--- config.mk ---
export PLATFORM = sky130hd
export DESIGN_NAME = dual_tone_dds_generator_core
export DESIGN_NICKNAME = d
export VERILOG_FILES = /design/src/hdl/dtdg_pkg.sv /design/src/hdl/dtdg_step_regs.sv /design/src/hdl/dtdg_tone.sv /design/src/hdl/dual_tone_dds_generator_core.sv
export SDC_FILE = /design/constraint.sdc
export NUM_CORES = 1
export LEC_CHECK = 0
export BUFFER_PORTS_ARGS = -buffer_cell sky130_fd_sc_hd__buf_2
export CAP_MARGIN = 20
export CORE_ASPECT_RATIO = 1.2
export CORE_MARGIN = 5
export CORE_UTILIZATION = 53
export DETAILED_ROUTE_END_ITERATION = 8
export PLACE_DENSITY = 0.73
export SLEW_MARGIN = 10
export SYNTH_ARGS = -nofsm -noshare
export SYNTH_HDL_FRONTEND = slang
export SYNTH_SLANG_ARGS = --single-unit
export TNS_END_PERCENT = 30
--- constraint.sdc ---
create_clock -name clk_i -period 6.78 [get_ports clk_i]
set_input_delay 1.017 -clock clk_i [delete_from_list [all_inputs] [get_ports clk_i]]
set_output_delay 1.017 -clock clk_i [all_outputs]
set_load 0.01 [all_outputs]
--- src/hdl/dtdg_pkg.sv ---
// Shared types, constants and tables of the dual-tone DDS generator
package dtdg_pkg;

  localparam int STEP_W       = 15;
  localparam int PHASE_W      = 16;
  localparam int SAMPLE_W     = 7;
  localparam int LEVEL_W      = 8;
  localparam int KEY_W        = 4;
  localparam int NUM_STEPS    = 8;
  localparam int CFG_IDX_W    = 4;
  localparam int WAVE_POINTS  = 128;
  localparam int SINE_ENTRIES = 128;

  // request codes; code three changes no state but still yields a zero-level result
  typedef enum logic [1:0] {
    REQ_TICK  = 2'd0,
    REQ_START = 2'd1,
    REQ_STOP  = 2'd2
  } req_e;

  typedef struct packed {
    logic [1:0]       req_type;
    logic [KEY_W-1:0] key_index;
  } in_item_t;

  typedef struct packed {
    logic [LEVEL_W-1:0] pwm_level;
    logic               tone_active;
  } out_item_t;

  // per-channel accumulator control
  typedef struct packed {
    logic load;
    logic advance;
  } tone_ctrl_t;

  // reset tuning words: four low-group, then four high-group
  localparam logic [STEP_W-1:0] STEP_RESET [NUM_STEPS] = '{
    15'd365, 15'd404, 15'd447, 15'd493, 15'd634, 15'd700, 15'd774, 15'd856
  };

  // one period of the base sine, 128 points, 7 bits
  localparam logic [SAMPLE_W-1:0] WAVE [WAVE_POINTS] = '{
    7'd64,  7'd67,  7'd70,  7'd73,  7'd76,  7'd79,  7'd82,  7'd85,
    7'd88,  7'd91,  7'd94,  7'd96,  7'd99,  7'd102, 7'd104, 7'd106,
    7'd109, 7'd111, 7'd113, 7'd115, 7'd117, 7'd118, 7'd120, 7'd121,
    7'd123, 7'd124, 7'd125, 7'd126, 7'd126, 7'd127, 7'd127, 7'd127,
    7'd127, 7'd127, 7'd127, 7'd127, 7'd126, 7'd126, 7'd125, 7'd124,
    7'd123, 7'd121, 7'd120, 7'd118, 7'd117, 7'd115, 7'd113, 7'd111,
    7'd109, 7'd106, 7'd104, 7'd102, 7'd99,  7'd96,  7'd94,  7'd91,
    7'd88,  7'd85,  7'd82,  7'd79,  7'd76,  7'd73,  7'd70,  7'd67,
    7'd64,  7'd60,  7'd57,  7'd54,  7'd51,  7'd48,  7'd45,  7'd42,
    7'd39,  7'd36,  7'd33,  7'd31,  7'd28,  7'd25,  7'd23,  7'd21,
    7'd18,  7'd16,  7'd14,  7'd12,  7'd10,  7'd9,   7'd7,   7'd6,
    7'd4,   7'd3,   7'd2,   7'd1,   7'd1,   7'd0,   7'd0,   7'd0,
    7'd0,   7'd0,   7'd0,   7'd0,   7'd1,   7'd1,   7'd2,   7'd3,
    7'd4,   7'd6,   7'd7,   7'd9,   7'd10,  7'd12,  7'd14,  7'd16,
    7'd18,  7'd21,  7'd23,  7'd25,  7'd28,  7'd31,  7'd33,  7'd36,
    7'd39,  7'd42,  7'd45,  7'd48,  7'd51,  7'd54,  7'd57,  7'd60
  };

endpackage

--- src/hdl/dtdg_step_regs.sv ---
// Tuning word register file, written through a plain write port
module dtdg_step_regs (
  input  logic                                clk_i,
  input  logic                                rst_ni,
  input  logic                                cfg_we_i,
  input  logic [dtdg_pkg::CFG_IDX_W-1:0]      cfg_idx_i,
  input  logic [dtdg_pkg::STEP_W-1:0]         cfg_data_i,
  output logic [dtdg_pkg::STEP_W-1:0]         steps_o [dtdg_pkg::NUM_STEPS]
);

  logic [dtdg_pkg::STEP_W-1:0] steps_q [dtdg_pkg::NUM_STEPS];

  // writes beyond the register list are dropped
  always_ff @(posedge clk_i or negedge rst_ni) begin
    if (!rst_ni) begin
      for (int i = 0; i < dtdg_pkg::NUM_STEPS; i++) begin
        steps_q[i] <= dtdg_pkg::STEP_RESET[i];
      end
    end else begin
      for (int i = 0; i < dtdg_pkg::NUM_STEPS; i++) begin
        if (cfg_we_i && (cfg_idx_i == dtdg_pkg::CFG_IDX_W'(i))) begin
          steps_q[i] <= cfg_data_i;
        end
      end
    end
  end

  assign steps_o = steps_q;

endmodule

--- src/hdl/dtdg_tone.sv ---
// One tone channel: selected tuning word, phase accumulator, sine lookup
module dtdg_tone #(
  parameter int SINE_ENTRIES = dtdg_pkg::SINE_ENTRIES
) (
  input  logic                           clk_i,
  input  logic                           rst_ni,
  input  dtdg_pkg::tone_ctrl_t           ctrl_i,
  input  logic [dtdg_pkg::STEP_W-1:0]    step_i,
  output logic [dtdg_pkg::SAMPLE_W-1:0]  sample_o
);

  localparam int IDX_W  = $clog2(SINE_ENTRIES);
  localparam int DEPTH  = 2 ** IDX_W;
  localparam int PROD_W = dtdg_pkg::STEP_W + IDX_W + 1;
  localparam logic [IDX_W:0] MULT = (IDX_W + 1)'(SINE_ENTRIES);

  logic [dtdg_pkg::PHASE_W-1:0]  phase_q, phase_d;
  logic [dtdg_pkg::STEP_W-1:0]   step_q;
  logic [PROD_W-1:0]             prod;
  logic [IDX_W-1:0]              idx;
  logic [dtdg_pkg::SAMPLE_W-1:0] sine_tab [DEPTH];

  // resampled sine table, built at elaboration; unused tail reads zero
  for (genvar i = 0; i < DEPTH; i++) begin : g_tab
    if (i < SINE_ENTRIES) begin : g_used
      assign sine_tab[i] =
        dtdg_pkg::WAVE[(i * dtdg_pkg::WAVE_POINTS / SINE_ENTRIES) % dtdg_pkg::WAVE_POINTS];
    end else begin : g_pad
      assign sine_tab[i] = '0;
    end
  end

  // next phase, wraps at 16 bits
  assign phase_d = phase_q + {1'b0, step_q};

  // table index from phase bits 14:0 scaled to SINE_ENTRIES
  assign prod     = PROD_W'(phase_d[dtdg_pkg::STEP_W-1:0]) * PROD_W'(MULT);
  assign idx      = prod[dtdg_pkg::STEP_W +: IDX_W];
  assign sample_o = sine_tab[idx];

  always_ff @(posedge clk_i or negedge rst_ni) begin
    if (!rst_ni) begin
      phase_q <= '0;
      step_q  <= '0;
    end else begin
      if (ctrl_i.advance) begin
        phase_q <= phase_d;
      end
      if (ctrl_i.load) begin
        step_q <= step_i;
      end
    end
  end

endmodule

--- src/hdl/dual_tone_dds_generator_core.sv ---
// Channel   Direction  Handshake                 Payload
// in        input      in_valid_i / in_ready_o   in_data_i  (req_type, key_index)
// out       output     out_valid_o / out_ready_i out_data_o (pwm_level, tone_active)
// cfg       input      cfg_we_i, no wait         cfg_idx_i, cfg_data_i
//
// One request per cycle unless the output stalls; its result appears in the
// output register in the cycle after the transfer. Accumulator add, table index
// scaling and sine lookup sit between the phase registers and output register.
// Reset clears phases, selected words and the tone state; tuning words return
// to their defaults. A stalled output is held, and a new request is still taken
// in the cycle the held result is transferred.
module dual_tone_dds_generator_core #(
  parameter int SINE_ENTRIES = dtdg_pkg::SINE_ENTRIES
) (
  input  logic                              clk_i,
  input  logic                              rst_ni,
  input  logic                              in_valid_i,
  output logic                              in_ready_o,
  input  dtdg_pkg::in_item_t                in_data_i,
  output logic                              out_valid_o,
  input  logic                              out_ready_i,
  output dtdg_pkg::out_item_t               out_data_o,
  input  logic                              cfg_we_i,
  input  logic [dtdg_pkg::CFG_IDX_W-1:0]    cfg_idx_i,
  input  logic [dtdg_pkg::STEP_W-1:0]       cfg_data_i
);

  logic [dtdg_pkg::STEP_W-1:0]   steps [dtdg_pkg::NUM_STEPS];
  logic [dtdg_pkg::STEP_W-1:0]   low_step, high_step;
  logic [dtdg_pkg::SAMPLE_W-1:0] low_sample, high_sample;
  dtdg_pkg::tone_ctrl_t          tone_ctrl;
  dtdg_pkg::out_item_t           out_data_q, out_data_d;
  logic                          out_valid_q;
  logic                          sounding_q, sounding_d;
  logic                          in_fire;
  logic [dtdg_pkg::LEVEL_W-1:0]  level;

  dtdg_step_regs u_step_regs (
    .clk_i      (clk_i),
    .rst_ni     (rst_ni),
    .cfg_we_i   (cfg_we_i),
    .cfg_idx_i  (cfg_idx_i),
    .cfg_data_i (cfg_data_i),
    .steps_o    (steps)
  );

  // word selection from the key: row picks low group, column high group
  assign low_step  = steps[{1'b0, in_data_i.key_index[3:2]}];
  assign high_step = steps[{1'b1, in_data_i.key_index[1:0]}];

  dtdg_tone #(.SINE_ENTRIES(SINE_ENTRIES)) u_low_tone (
    .clk_i    (clk_i),
    .rst_ni   (rst_ni),
    .ctrl_i   (tone_ctrl),
    .step_i   (low_step),
    .sample_o (low_sample)
  );

  dtdg_tone #(.SINE_ENTRIES(SINE_ENTRIES)) u_high_tone (
    .clk_i    (clk_i),
    .rst_ni   (rst_ni),
    .ctrl_i   (tone_ctrl),
    .step_i   (high_step),
    .sample_o (high_sample)
  );

  // take a request whenever the output register is free or draining
  assign in_ready_o = !out_valid_q || out_ready_i;
  assign in_fire    = in_valid_i && in_ready_o;

  // mix: high + low - low/4, never exceeds 8 bits
  assign level = dtdg_pkg::LEVEL_W'(high_sample) + dtdg_pkg::LEVEL_W'(low_sample)
               - dtdg_pkg::LEVEL_W'(low_sample >> 2);

  // request decode
  always_comb begin
    tone_ctrl            = '0;
    sounding_d           = sounding_q;
    out_data_d.pwm_level = '0;
    case (in_data_i.req_type)
      dtdg_pkg::REQ_TICK: begin
        tone_ctrl.advance = in_fire && sounding_q;
        if (sounding_q) begin
          out_data_d.pwm_level = level;
        end
      end
      dtdg_pkg::REQ_START: begin
        tone_ctrl.load = in_fire;
        sounding_d     = 1'b1;
      end
      dtdg_pkg::REQ_STOP: begin
        sounding_d = 1'b0;
      end
      default: begin
        sounding_d = sounding_q;
      end
    endcase
    out_data_d.tone_active = sounding_d;
  end

  // control state
  always_ff @(posedge clk_i or negedge rst_ni) begin
    if (!rst_ni) begin
      sounding_q  <= 1'b0;
      out_valid_q <= 1'b0;
    end else begin
      if (in_fire) begin
        sounding_q <= sounding_d;
      end
      if (in_ready_o) begin
        out_valid_q <= in_valid_i;
      end
    end
  end

  // result register
  always_ff @(posedge clk_i) begin
    if (in_fire) begin
      out_data_q <= out_data_d;
    end
  end

  assign out_valid_o = out_valid_q;
  assign out_data_o  = out_data_q;

  // every accepted request leaves a result behind
  a_fire_gives_result: assert property (@(posedge clk_i) disable iff (!rst_ni)
    in_fire |=> out_valid_q)
    else $error("accepted request produced no result");

  // stop silences at once
  a_stop_silent: assert property (@(posedge clk_i) disable iff (!rst_ni)
    in_fire && (in_data_i.req_type == dtdg_pkg::REQ_STOP)
    |=> !out_data_q.tone_active && (out_data_q.pwm_level == '0))
    else $error("stop did not silence the output");

  // start turns the tone on with a zero level in that result
  a_start_active: assert property (@(posedge clk_i) disable iff (!rst_ni)
    in_fire && (in_data_i.req_type == dtdg_pkg::REQ_START)
    |=> out_data_q.tone_active && (out_data_q.pwm_level == '0))
    else $error("start result wrong");

  // a nonzero level only while sounding
  a_level_needs_tone: assert property (@(posedge clk_i) disable iff (!rst_ni)
    out_valid_q && (out_data_q.pwm_level != '0) |-> out_data_q.tone_active)
    else $error("level present while silent");

  // phases only move on a tick while sounding
  a_advance_on_tick: assert property (@(posedge clk_i) disable iff (!rst_ni)
    tone_ctrl.advance |-> sounding_q && in_fire
      && (in_data_i.req_type == dtdg_pkg::REQ_TICK))
    else $error("phase advanced outside a sounding tick");

endmodule
-- Yosys cells after proc, flatten, opt, wreduce, memory -nomap -nowiden
Memory sizes are Yosys's and may differ from the RTL's.
Cells that the tools add are included.
- memories: 2
- register bits after elaboration: 193
- logic and storage cells: 67
- bits in read-only memories: 1792
- output and inout bits: 11
- bitwise gates (word level): 4
- order comparisons: 4
- add/sub/neg operators: 4
- mux-type cells: 13
- reduce and logical (&&, ||, !) cells: 15
- equality and inequality tests: 9
- memories (name ; words ; bits a word ; rd ports ; clocked after Yosys merged registers in ; wr ports ; line ; source):
    (name not given) ; 128 ; 7 ; 1 ; 0 ; 0 ; dtdg_tone.sv:39 ; assign sample_o = sine_tab[idx];
    (name not given) ; 128 ; 7 ; 1 ; 0 ; 0 ; dtdg_tone.sv:39 ;
- operators with widths (kind ; number):
    $bmux W15 S3 ; 2
    $mux W15 ; 4
    $add A16 B15 Y16 ; 2
    $mux W7 ; 4
    $eq A4 B3 Y1 const B ; 4
    $ge A8 B8 Y1 const B ; 2
    $not A7 Y8 ; 2
    $logic_and A1 B1 Y1 ; 10
    $add A7 B7 Y8 ; 1
    $eq A4 B2 Y1 const B ; 2
    $ge A4 B4 Y1 const B ; 2
    $sub A8 B5 Y8 ; 1
    $eq A4 B1 Y1 const B ; 1
    $logic_not A4 Y1 ; 1
    $not A2 Y4 ; 1
    $not A3 Y4 ; 1
    $eq A2 B1 Y1 const B ; 1
    $eq A2 B2 Y1 const B ; 1
    $logic_not A2 Y1 ; 1
    $mux W1 ; 2
    $pmux W1 S2 ; 1
    $reduce_and A2 Y1 ; 1
    $logic_not A1 Y1 ; 1
    $logic_or A1 B1 Y1 ; 1

-- Longest topological paths before layout
- depth in word-level cells: 7
- gate-level depth with buffers: 27
- gate-level depth less buffers: 26

-- By module
Synthesis repeated with hierarchy kept, for this count alone.
- cell total of the unflattened synthesis: 1119
- area, all modules: 12758.5 um^2
- modules (own cells, without submodules) (module ; area each (um^2) ; times used ; seq. area each (um^2) ; cells each):
    dtdg_step_regs ; 4631.9 ; 1 ; 3060.4 ; 264
    dtdg_tone (u_high_tone) ; 3206.8 ; 1 ; 750.7 ; 343
    dtdg_tone (u_low_tone) ; 3150.5 ; 1 ; 750.7 ; 372
    dual_tone_dds_generator_core ; 1769.2 ; 1 ; 320.3 ; 140

-- Worst setup path before layout
No wires, ideal clock.
- path type: reg-to-reg
- from: reg u_low_tone.step_q[0] (netlist bit)
- to: reg out_data_q, in the netlist out_data_o[8] (data pin)
- data arrival time: 5442 ps
- library setup time: 258 ps
- clock period less this slack: 5700 ps
- setup slack: 1080 ps
- stages on the path, launching flop included: 25
- required time: 6522 ps
- path buffers: 0
- cell sequence: dfrtp_1 -> ha_1 -> inv_1 -> fa_1 -> nand2b_1 -> a21oi_1 -> o21ai_0 -> xnor2_1 -> inv_1 -> ha_1 -> a21oi_1 -> a211oi_1 -> o311a_1 -> a311o_1 -> mux2_2 -> fa_1 -> inv_1 -> ha_1 -> a21oi_1 -> o21bai_1 -> a21oi_1 -> o21bai_1 -> a21oi_1 -> xor2_1 -> nor2_1
- cells in the longest elaborated chain, start to end: 7
- ends and longest elaborated chain (element ; line ; source):
    from (decl) ; dtdg_tone.sv:18 ; logic [dtdg_pkg::STEP_W-1:0] step_q;
    from (signal assigned) ; dtdg_tone.sv:50 ; step_q <= step_i;
    $add A16 B15 Y16 * ; dtdg_tone.sv:34 ; assign phase_d = phase_q + {1'b0, step_q};
    net u_low_tone.phase_d, one bit ; dtdg_tone.sv:17 ; logic [dtdg_pkg::PHASE_W-1:0] phase_q, phase_d;
    $not A7 Y8 (not written as such) * ; dtdg_tone.sv:39 ;
    $mem_v2 Z128 W7 * ; n/a ;
    $mux W7 (not written as such) * (2 in series) ; dtdg_tone.sv:39 ;
    $add A7 B7 Y8 ; dual_tone_dds_generator_core.sv:72 ; assign level = dtdg_pkg::LEVEL_W'(high_sample) + dtdg_pkg::LEVEL_W'(low_sample)
    $sub A8 B5 Y8 * ; dual_tone_dds_generator_core.sv:73 ; - dtdg_pkg::LEVEL_W'(low_sample >> 2);
    to (signal assigned) ; dual_tone_dds_generator_core.sv:119 ; out_data_q <= out_data_d;
    to (decl) ; dual_tone_dds_generator_core.sv:32 ; dtdg_pkg::out_item_t out_data_q, out_data_d;
Mark *: on every way through the listed nets, which the timed path passes. The rest lies on a longest branch. The select of a mux whose other input is x is not followed.
A chain may end at the register's enable or synchronous reset.

-- Worst setup path in the final report
Same ends and word-level chain as after synthesis.

==> impl_metrics.tcl <==
set metrics [dict create \
    outcome "finished, final reports clean" \
    synthCells 1067 \
    clkTransAtPathRegs_ns 0.08 \
    grt_max_degree 117 \
    r2r_cells 24 \
    finalCriticalPeriod_ns 5.934 \
    timing.final.crit_share 0.8752 \
    critical_path_depth 24 \
    start_util 0.5353 \
    rsz0062_at_grt "no" \
    cpPeakStageDelay_ns 0.53 \
    fp.dieH_um 174.7 \
    critPathTopFamily "compound AO/OA/AOI/OAI gates" \
    crit_top_cell "a21oi_1" \
    wirelength_mm 26.78 \
    final_core_util 0.5882 \
    core_area_um2 22370 \
    maxClockFrequency_ghz 0.1685 \
    drt_first_iter_violations 666 \
    die_w_um 147.2 \
    ant_nets 0 \
    crit_chain "ha_1, inv_1, fa_1, nand2b_1, a21oi_1, o21ai_0, xnor2_1, inv_1, ha_1, a21oi_1, a211oi_1, o311a_1, a311o_1, mux2_2, fa_1, inv_1, ha_1, a21oi_1, o21bai_1, a21oi_1, o21bai_1, a21oi_1, xor2_1, nor2_1" \
    synthesis.area_um2 11980 \
    critPathMaxFanout 6 \
    drive_above_1_share 0.3114 \
    rows 60 \
    nNetsFinal 1203 \
    start_kind "flop" \
    cts_repair_resize_count 0 \
    grt_pass1_wl_mm 45.21 \
    cts-root-buf "clkbuf_16" \
    worst_slew_pin_slew_ns 0.9070 \
    synth-edff-count 9 \
    synthFlopType "dfrtp_1" \
    worst-path-buf-inv 3 \
    synth_fp_nets 1175 \
    seq_area_frac_synth 0.4076 \
    viasPerCell 6.223 \
    syn_to_final_growth_pct 9.873 \
    post_synth.cell_area_avg_um2 11.22 \
    post_dp_cell_area_um2 12500 \
    clockBufferDepth 2 \
    path_class "reg2reg" \
    hold_violations 0 \
    io_buffer_count 40 \
    synth_seq_cells 191 \
    setup_violations 0 \
    finalNonFillerCells 1388 \
    hold_path.class "in2async" \
    cp.arrival_ns 6.13 \
    finClkSkew_ns 0.01020 \
    cts_tree "built" \
    slew_viol_final 0 \
    required_ns 6.97 \
    io-pin-count 41 \
    clkLatencyLatePin_ns 0.44 \
    post-dp-hpwl_mm 18.48 \
    async_reset_ff_frac 0.9529 \
    vias 8638 \
    routedWlPerCell_um 19.29 \
    grt_use_total 0.2147 \
    worstSetupEndpointType "flop" \
    grt_overflow_total 0 \
    htreeDepth 4 \
    place.gp.congestion 0.9172 \
    numClockSinks 191 \
    grt_pass1_vias 8822 \
    yosysUniqueCellTypes 79 \
    cts_buffers 17 \
    antenna_found_initial 0 \
    dp.cells 1354 \
    fin_tns_setup_ns 0 \
    cap_violations 0 \
    ctsHoldBuffers 0 \
    post_cts_buffers 0 \
    stdcell_area_um2 13160 \
    critPathSlowestCell "fa_1" \
    route.detailed.drc 0 \
    slew_headroom 0.3935 \
    dr.pass1.iters 5 \
    yosysWarnings 0 \
    fp.dieArea_um2 25720 \
]
==> synthesized netlist by cell type (all sizes together), types with 5 or more instances <==
cell | count | share of area
buf | 11 | 0.0042
a21o | 17 | 0.011
a21oi | 45 | 0.019
o31ai | 8 | 0.0050
nor3b | 5 | 0.0031
clkbuf | 43 | 0.013
a211o | 7 | 0.0051
a221oi | 5 | 0.0051
nor3 | 19 | 0.0079
dfstp | 46 | 0.10
inv | 31 | 0.0097
and2 | 9 | 0.0047
nand3b | 6 | 0.0038
nand2 | 78 | 0.024
mux2i | 7 | 0.0059
o21bai | 5 | 0.0031
o21ai | 68 | 0.029
dfrtp | 136 | 0.28
mux2 | 157 | 0.15
nor2 | 43 | 0.014
nand3 | 13 | 0.0054
a31oi | 13 | 0.0080
nand2b | 14 | 0.0073
edfxtp | 9 | 0.023
a311oi | 5 | 0.0037
ha | 71 | 0.074
xnor2 | 23 | 0.018
a211oi | 13 | 0.0081
mux4 | 30 | 0.056
o211ai | 12 | 0.0075
nor2b | 5 | 0.0026
o221ai | 5 | 0.0037
fa | 7 | 0.012
and3 | 13 | 0.0068
xor2 | 16 | 0.012
==> placed cells by master (no fill, tap or decap), types with 14 or more instances in the layout <==
master / n
a21o_1: 17
a21oi_1: 45
buf_2: 39
buf_4: 22
clkbuf_16: 17
dfrtp_1: 136
dfstp_2: 46
ha_1: 71
inv_1: 29
mux2_2: 157
mux4_2: 30
nand2_1: 78
nand2b_1: 14
nor2_1: 42
nor3_1: 19
o21ai_0: 61
xnor2_1: 21
xor2_1: 15
==> final cells by class <==
| cell class | count | area (um2) |
|---|---|---|
| fill | 1808 | 9213 |
| inverter | 31 | 116.4 |
| tap | 279 | 349.1 |
| clock buffer | 18 | 429.2 |
| clock inverter | 14 | 198.9 |
| timing repair buffer | 63 | 399.1 |
| sequential | 191 | 4882 |
| antenna | 1 | 2.502 |
| multi-input combinational | 791 | 6782 |
==> through the flow <==
stage,hold WS [ns],setup WS (ns)
floorplan,0.4526,1.080
global placement,0.4685,0.8741
detailed placement,0.4753,0.8603
CTS,0.4913,0.8445
global route,0.4428,0.2910
finish,0.4292,0.8463
==> routing by layer <==
metal / GRT usage / wire (um)
met1: 0.2790 / 11500
met2: 0.3707 / 13560
met3: 0.03372 / 1157
met4: 0.06643 / 567
met5: 0 / 0
==> final timing paths <==
check                                                    from                                  end  slack [ns]
hold reg to reg            u_low_tone.phase_q[12]$_DFFE_PN0P_   u_low_tone.phase_q[12]$_DFFE_PN0P_        0.49
min in group clk_i         u_low_tone.phase_q[12]$_DFFE_PN0P_   u_low_tone.phase_q[12]$_DFFE_PN0P_        0.49
setup / recovery             u_low_tone.step_q[0]$_DFFE_PN0P_          out_data_o[8]$_SDFFCE_PN0P_        0.85
max in group asynchronous                              rst_ni  u_step_regs.steps_o[89]$_DFFE_PN0P_        4.78
setup reg to reg             u_low_tone.step_q[0]$_DFFE_PN0P_          out_data_o[8]$_SDFFCE_PN0P_        0.85
hold / removal                                         rst_ni   u_step_regs.steps_o[0]$_DFFE_PN0P_        0.43
==> kinds of logic after synthesis <==
group / after synthesis / share of synthesized area
AO/OA/AOI/OAI: 258 / 0.1488
XOR/XNOR: 39 / 0.03040
adder cells (fa/ha/maj): 79 / 0.08671
buffers and inverters: 85 / 0.02737
flip-flops: 191 / 0.4076
multiplexers: 194 / 0.2099
AND/OR/NAND/NOR: 221 / 0.08922
==> sequential cells by signal, summed over array words and instances (netlist names) <==
name                 flops
u_high_tone.step_q      15
u_step_regs.steps_o    120
out_data_o               9
sounding_q               1
out_valid_o              1
u_low_tone.step_q       15
u_low_tone.phase_q      15
u_high_tone.phase_q     15
Power is not shown: default switching activity piles up to over one toggle a cycle in this logic, so the estimate is an artifact.
